<file path="config.mk">
export PLATFORM = sky130hd
export DESIGN_NAME = priority_job_queue
export DESIGN_NICKNAME = d
export VERILOG_FILES = /design/src/sv/pjq_pkg.sv /design/src/sv/priority_job_queue.sv /design/src/sv/pjq_cell.sv
export SDC_FILE = /design/constraint.sdc
export NUM_CORES = 2
export LEC_CHECK = 0
export BUFFER_PORTS_ARGS = -buffer_cell sky130_fd_sc_hd__buf_2
export CAP_MARGIN = 5
export CORE_MARGIN = 8
export CORE_UTILIZATION = 40
export CTS_BUF_LIST = sky130_fd_sc_hd__clkbuf_4 sky130_fd_sc_hd__clkbuf_8 sky130_fd_sc_hd__clkbuf_16
export CTS_CLUSTER_DIAMETER = 30
export DETAILED_ROUTE_END_ITERATION = 7
export PLACE_DENSITY_LB_ADDON = 0.15
export SLEW_MARGIN = 20
export SYNTH_ARGS = -nofsm -noshare
export SYNTH_HDL_FRONTEND = slang
export SYNTH_HIERARCHICAL = 1
export SYNTH_SLANG_ARGS = --single-unit
export TNS_END_PERCENT = 30
</file>
<file path="constraint.sdc">
create_clock -name i_clk -period 20.8 [get_ports i_clk]
set_input_delay 2.08 -clock i_clk [delete_from_list [all_inputs] [get_ports i_clk]]
set_output_delay 2.08 -clock i_clk [all_outputs]
set_load 0.005 [all_outputs]
</file>
<file path="src/sv/pjq_pkg.sv">
package pjq_pkg;

    localparam int CFG_IDX_W  = 1;
    localparam int CFG_DATA_W = 5;

    localparam logic [CFG_IDX_W-1:0] CFG_JOB_LIMIT    = 1'd0;
    localparam logic [CFG_IDX_W-1:0] CFG_POOL_RUNNING = 1'd1;

    localparam logic OP_PUSH = 1'b0;
    localparam logic OP_POP  = 1'b1;

    typedef struct packed {
        logic        op;
        logic [31:0] job_handle;
        logic [31:0] job_argument;
        logic        has_priority;
        logic [7:0]  job_priority;
    } t_job_in;

    typedef struct packed {
        logic        push_accepted;
        logic [31:0] assigned_id;
        logic        pop_valid;
        logic [31:0] out_handle;
        logic [31:0] out_argument;
        logic        out_has_priority;
        logic [7:0]  out_priority;
        logic [31:0] out_id;
        logic [4:0]  queue_count;
    } t_job_out;

    typedef struct packed {
        logic [31:0] handle;
        logic [31:0] argument;
        logic        has_prio;
        logic [7:0]  prio;
        logic [31:0] id;
    } t_entry;

    typedef struct packed {
        logic push;
        logic pop;
    } t_cell_ctl;

endpackage

</file>
<file path="src/sv/priority_job_queue.sv">
// Priority job queue built as a chain of QUEUE_DEPTH entry cells.
// Input channel (i_in_valid / o_in_stall) carries one beat per command:
// op selects push or pop. Every accepted beat yields exactly one result
// beat on the output channel (o_out_valid / i_out_stall) in the next cycle.
// A push with a priority goes ahead of the first held job with no or a lower
// priority, else to the tail, as does a push without one; it is refused once
// job_limit jobs are held (job_limit 0 or above the depth means the full
// depth). A pop returns the front job only while pool_running is 1.
// Throughput is one beat per cycle while not stalled: every cell compares
// its entry with the new job and moves to or from its neighbor in the same
// cycle, and the result register is refilled in the cycle it drains.
// Configuration: i_cfg_we writes register i_cfg_index (0 job_limit,
// 1 pool_running) at the clock edge; write only while the block is idle.
// Reset (synchronous, i_rst_n low) empties the queue, clears the sequence
// counter and both registers. Entry contents are not cleared.
// While the receiver stalls, the result beat holds and o_in_stall rises, so
// no new command is taken until the pending result is taken.
module priority_job_queue #(
    parameter int QUEUE_DEPTH = 16
) (
    input  logic                                i_clk,
    input  logic                                i_rst_n,
    input  logic                                i_in_valid,
    output logic                                o_in_stall,
    input  pjq_pkg::t_job_in                    i_in_data,
    output logic                                o_out_valid,
    input  logic                                i_out_stall,
    output pjq_pkg::t_job_out                   o_out_data,
    input  logic                                i_cfg_we,
    input  logic [pjq_pkg::CFG_IDX_W-1:0]       i_cfg_index,
    input  logic [pjq_pkg::CFG_DATA_W-1:0]      i_cfg_data
);
    import pjq_pkg::*;

    localparam int CW = $clog2(QUEUE_DEPTH + 1);
    localparam int LW = CW + CFG_DATA_W;

    logic [CW-1:0] r_count;
    logic [CW-1:0] n_count;
    logic [31:0]   r_seq;
    logic [31:0]   n_seq;
    logic [4:0]    r_job_limit;
    logic          r_pool_running;
    logic          r_out_valid;
    t_job_out      r_out;
    t_job_out      n_out;

    logic          w_accept;
    logic [LW-1:0] w_count_ext;
    logic [LW-1:0] w_limit_ext;
    logic [LW-1:0] w_eff_limit;
    logic          w_push_ok;
    logic          w_pop_ok;
    t_entry        w_new;
    t_cell_ctl     w_ctl;
    t_entry        w_entry [QUEUE_DEPTH];
    logic          w_hit   [QUEUE_DEPTH];

    assign o_in_stall = r_out_valid && i_out_stall;
    assign w_accept   = i_in_valid && !o_in_stall;

    assign w_count_ext = {{CFG_DATA_W{1'b0}}, r_count};
    assign w_limit_ext = {{CW{1'b0}}, r_job_limit};
    assign w_eff_limit = ((w_limit_ext == '0) || (w_limit_ext > LW'(QUEUE_DEPTH))) ?
                         LW'(QUEUE_DEPTH) : w_limit_ext;

    assign w_push_ok = w_accept && (i_in_data.op == OP_PUSH) && (w_count_ext < w_eff_limit);
    assign w_pop_ok  = w_accept && (i_in_data.op == OP_POP) && r_pool_running &&
                       (r_count != '0);

    assign w_ctl.push = w_push_ok;
    assign w_ctl.pop  = w_pop_ok;

    always_comb begin
        w_new.handle   = i_in_data.job_handle;
        w_new.argument = i_in_data.job_argument;
        w_new.has_prio = i_in_data.has_priority;
        w_new.prio     = i_in_data.has_priority ? i_in_data.job_priority : 8'd0;
        w_new.id       = r_seq;
    end

    for (genvar g = 0; g < QUEUE_DEPTH; g++) begin : g_cell
        t_entry w_prev_entry;
        logic   w_prev_hit;
        t_entry w_next_entry;

        if (g == 0) begin : g_head
            assign w_prev_entry = w_new;
            assign w_prev_hit   = 1'b0;
        end else begin : g_body
            assign w_prev_entry = w_entry[g-1];
            assign w_prev_hit   = w_hit[g-1];
        end

        if (g == QUEUE_DEPTH - 1) begin : g_tail
            assign w_next_entry = w_entry[g];
        end else begin : g_mid
            assign w_next_entry = w_entry[g+1];
        end

        pjq_cell #(
            .IDX (g),
            .CW  (CW)
        ) u_cell (
            .i_clk        (i_clk),
            .i_ctl        (w_ctl),
            .i_count      (r_count),
            .i_new        (w_new),
            .i_prev_entry (w_prev_entry),
            .i_prev_hit   (w_prev_hit),
            .i_next_entry (w_next_entry),
            .o_entry      (w_entry[g]),
            .o_hit        (w_hit[g])
        );
    end

    always_comb begin
        logic [LW-1:0] v_cnt;
        n_count = r_count;
        n_seq   = r_seq;
        if (w_push_ok) begin
            n_count = r_count + CW'(1);
            n_seq   = r_seq + 32'd1;
        end else if (w_pop_ok) begin
            n_count = r_count - CW'(1);
        end

        n_out = '0;
        if (w_push_ok) begin
            n_out.push_accepted = 1'b1;
            n_out.assigned_id   = r_seq;
        end
        if (w_pop_ok) begin
            n_out.pop_valid        = 1'b1;
            n_out.out_handle       = w_entry[0].handle;
            n_out.out_argument     = w_entry[0].argument;
            n_out.out_has_priority = w_entry[0].has_prio;
            n_out.out_priority     = w_entry[0].prio;
            n_out.out_id           = w_entry[0].id;
        end
        v_cnt = {{CFG_DATA_W{1'b0}}, n_count};
        n_out.queue_count = v_cnt[4:0];
    end

    always_ff @(posedge i_clk) begin
        if (!i_rst_n) begin
            r_count        <= '0;
            r_seq          <= '0;
            r_job_limit    <= '0;
            r_pool_running <= 1'b0;
            r_out_valid    <= 1'b0;
        end else begin
            r_count <= n_count;
            r_seq   <= n_seq;
            if (i_cfg_we) begin
                case (i_cfg_index)
                    CFG_JOB_LIMIT:    r_job_limit    <= i_cfg_data;
                    CFG_POOL_RUNNING: r_pool_running <= i_cfg_data[0];
                    default: ;
                endcase
            end
            // drain the result beat unless a new one replaces it
            if (w_accept) begin
                r_out_valid <= 1'b1;
            end else if (!i_out_stall) begin
                r_out_valid <= 1'b0;
            end
        end
    end

    always_ff @(posedge i_clk) begin
        if (w_accept) begin
            r_out <= n_out;
        end
    end

    assign o_out_valid = r_out_valid;
    assign o_out_data  = r_out;

endmodule

</file>
<file path="src/sv/pjq_cell.sv">
module pjq_cell #(
    parameter int IDX = 0,
    parameter int CW  = 5
) (
    input  logic               i_clk,
    input  pjq_pkg::t_cell_ctl i_ctl,
    input  logic [CW-1:0]      i_count,
    input  pjq_pkg::t_entry    i_new,
    input  pjq_pkg::t_entry    i_prev_entry,
    input  logic               i_prev_hit,
    input  pjq_pkg::t_entry    i_next_entry,
    output pjq_pkg::t_entry    o_entry,
    output logic               o_hit
);
    import pjq_pkg::*;

    t_entry r_entry;
    t_entry n_entry;
    logic   w_held;

    assign w_held = CW'(IDX) < i_count;

    // Queue is sorted so the hit flags along the chain are monotone: the new
    // job lands in the first cell that hits, cells after it shift back.
    assign o_hit = !w_held ||
                   (i_new.has_prio && (!r_entry.has_prio || (r_entry.prio < i_new.prio)));

    always_comb begin
        n_entry = r_entry;
        if (i_ctl.push) begin
            if (i_prev_hit) begin
                n_entry = i_prev_entry;
            end else if (o_hit) begin
                n_entry = i_new;
            end
        end else if (i_ctl.pop) begin
            n_entry = i_next_entry;
        end
    end

    always_ff @(posedge i_clk) begin
        r_entry <= n_entry;
    end

    assign o_entry = r_entry;

endmodule

</file>
==> results by group <==
STA
  – Max_slew headroom: roughly 15%
  – Final period util: 40.9%
  – Least-Margin Pin Slew: 1.27 ns
  – Worst clock skew: ~0.066 ns
  – Final Max Slew Viols: 0
  – Hold Slack: 0.475 ns
  – Fin. Hold Viols: 0
  – Tmin final: 8.50 ns
  – Final setup TNS: 0 ns
  – RSZ-0062 raised after global routing: false
  – Fmax: ~0.12 GHz
  – Final setup vio count: 0

Worst setup path
  – Worst r2r path cells: 14
  – Worst setup SP type: primary input
  – CP Buf/Inv Count: 7
  – Crit path max-delay family: buffers and inverters
  – Slowest stage cell, crit path: buf_4
  – RR Endpoint: g_cell[15].u_cell/o_entry[83]$_DFFE_PP_
  – Crit. End Element: flop
  – Reg-to-Reg Start: r_job_limit[0]$_SDFFE_PN0P_
  – Setup Crit Path Kind: in -> reg
  – R2R Setup Slk: around 12 ns
  – WP data arrival: about 9 ns
  – Largest driver fanout on the critical path: 235
  – Critical-path cell list: buf_2 > a21boi_4 > o211ai_2 > nor2_4 > buf_4 > buf_4 > buf_4 > buf_12 > buf_12 > buf_4 > a21oi_1
  – CP most frequent cell: buf_4
  – Required @ worst endpoint: between 20 and 25 ns
  – CP max stage delay: between 0.9 and 1 ns

Clock tree
  – CTS buffer count: 532
  – CTS tree: yes
  – CTS root buffer: clkbuf_16
  – Post-CTS Setup Bufs: 0
  – Clk_lat worst skew: 0.94 ns
  – CTS sink cnt: 1868
  – CTS Hold Bufs: 0
  – Worst-path clk slew: roughly 0.04 ns
  – Clk buf depth: 4
  – H-Tree Level Count: 6
  – Post-cts repair resize count: 0

Synth
  – Synthesized area per cell: roughly 12 sq um
  – Yosys warns: 6
  – Synth Cell Area: between 90000 and 100000 sq um
  – Synth Instances: approximately 8300
  – Syn Nets: 8539

Floorplan
  – DIE AREA: roughly 260000 sq um
  – FP Rows: 180
  – Core Region: 241000 sq um
  – Chip width: around 500 microns
  – Top Ports: approximately 230
  – Initial Util: between 40% and 50%
  – Die height: between 500 and 600 microns

Placed design
  – DP Wirelength: 150 mm
  – # port buffers: 230
  – Placed cell areas: 99600 sq um
  – Gpl congestion: approximately 0.76

Detailed routing
  – DRC: 0
  – TritonRoute pass-1 iters: 6
  – WL/cell: roughly 22 microns
  – Vias: 66500
  – Vias per inst: 5.44
  – 1st-iter DRT viols: about 4800
  – Routed Antenna Nets: 0
  – Routed Wire Length: 272 mm

Final layout
  – Layout area overhead: 20.9%
  – Post-layout instance area: around 120000 sq um
  – Fraction of layout cells with a size suffix above 1: approximately 14%
  – Final Util: 48.6%
  – Nets: 8819
  – FILL cells: 21600

Global route
  – Largest net degree at the start of global routing: approximately 290
  – First-pass GRT wire length: 412 mm
  – Gr usage total: 20.3%
  – Initial antenna violation count: 14
  – Overflow after GRT: 0
  – Vias in the first global route: approximately 67000

Run
  – Max-Cap Viols: 0

Worst hold path
  – Worst Hold End: r_pool_running$_SDFFE_PN0P_
  – Hold_sp: r_pool_running$_SDFFE_PN0P_
  – Hold Crit Depth: 2
  – Min-Delay Path Class: reg -> reg

Power and ir drop
  – Leakage power: around 53 nW
  – Peak supply drop: roughly 0.00009 V
  – Power Density: around 110 nW/um^2

Status
  – Outcome: completed
[registers in the layout, indices dropped and copies added, names as in the netlist]
| name | count |
|---|---|
| r_seq | 32 |
| g_cell.u_cell/o_entry | 1680 |
| o_out_valid | 1 |
| r_pool_running | 1 |
| r_count | 5 |
| o_out_data | 144 |
| r_job_limit | 5 |
[placed cells by master (no fill, tap or decap), types with 17 or more instances in the layout]
cell / n
nand2_1: 21
edfxtp_1: 1824
and3_1: 44
clkbuf_16: 549
nand2b_1: 19
buf_4: 106
a21oi_1: 1707
clkinv_1: 102
dfxtp_1: 44
nor2_1: 1722
or3_1: 17
a21o_1: 18
buf_2: 230
ha_1: 120
mux2i_1: 1687
inv_1: 138
clkbuf_4: 107
and2_1: 124
bufinv_16: 49
clkinv_2: 79
[cell type report]
cell class              instances  area, sq um  share of cell area (%)
multi-input cells            5718        37200                    31.8
inverters                     139          522                   0.446
diodes                         11         27.5                  0.0235
clock buffers                 658        14600                    12.5
well taps                    3185         3990                    3.41
repair buffers                355         2320                    1.99
clock inverters               275         2740                    2.34
flip-flops and latches       1868        55700                    47.6
[power breakdown]
part / total, mW / switching (mW) / internal [mW]
registers: 4.62 / 0.126 / 4.49
clock network: 7.80 / 2.30 / 5.50
logic: 0.975 / 0.662 / 0.313
[through the flow]
stage	instances	total power, mW	setup slack (ns)
after floorplan	8334	5.35	8.66
after global placement	11300	5.62	11.64
after detailed placement	11300	5.65	11.53
after CTS	12200	13.5	12.52
after global routing	12200	13.9	11.82
final	12200	13.4	12.30
[tightest hold or removal path, stage by stage, from the launching register on]
cell     delay [ns]
dfxtp_1        0.31
nand2_1        0.05
a21oi_1        0.06
[metal layers]
metal / GRT usage [%] / part of all wire, %
met4: 5.67 / 2.2
met2: 34.1 / 48
met5: 0 / 0.015
met1: 27.1 / 45
met3: 3.43 / 4.7
[worst max-delay path by stage]
stage	endpoint	cells past startpoint	slack, ns	from
finish	g_cell[15].u_cell/o_entry[83]$_DFFE_PP_	11	12.30	i_out_stall
global route	g_cell[0].u_cell/o_entry[83]$_DFFE_PP_	15	11.82	r_job_limit[1]$_SDFFE_PN0P_
CTS	g_cell[15].u_cell/o_entry[83]$_DFFE_PP_	11	12.52	i_out_stall
detailed placement	g_cell[10].u_cell/o_entry[80]$_DFFE_PP_	11	11.53	i_out_stall
global placement	g_cell[12].u_cell/o_entry[83]$_DFFE_PP_	11	11.64	i_out_stall
floorplan	g_cell[15].u_cell/o_entry[0]$_DFFE_PP_	7	8.66	i_in_valid
Power figures use the tool's default switching activity.
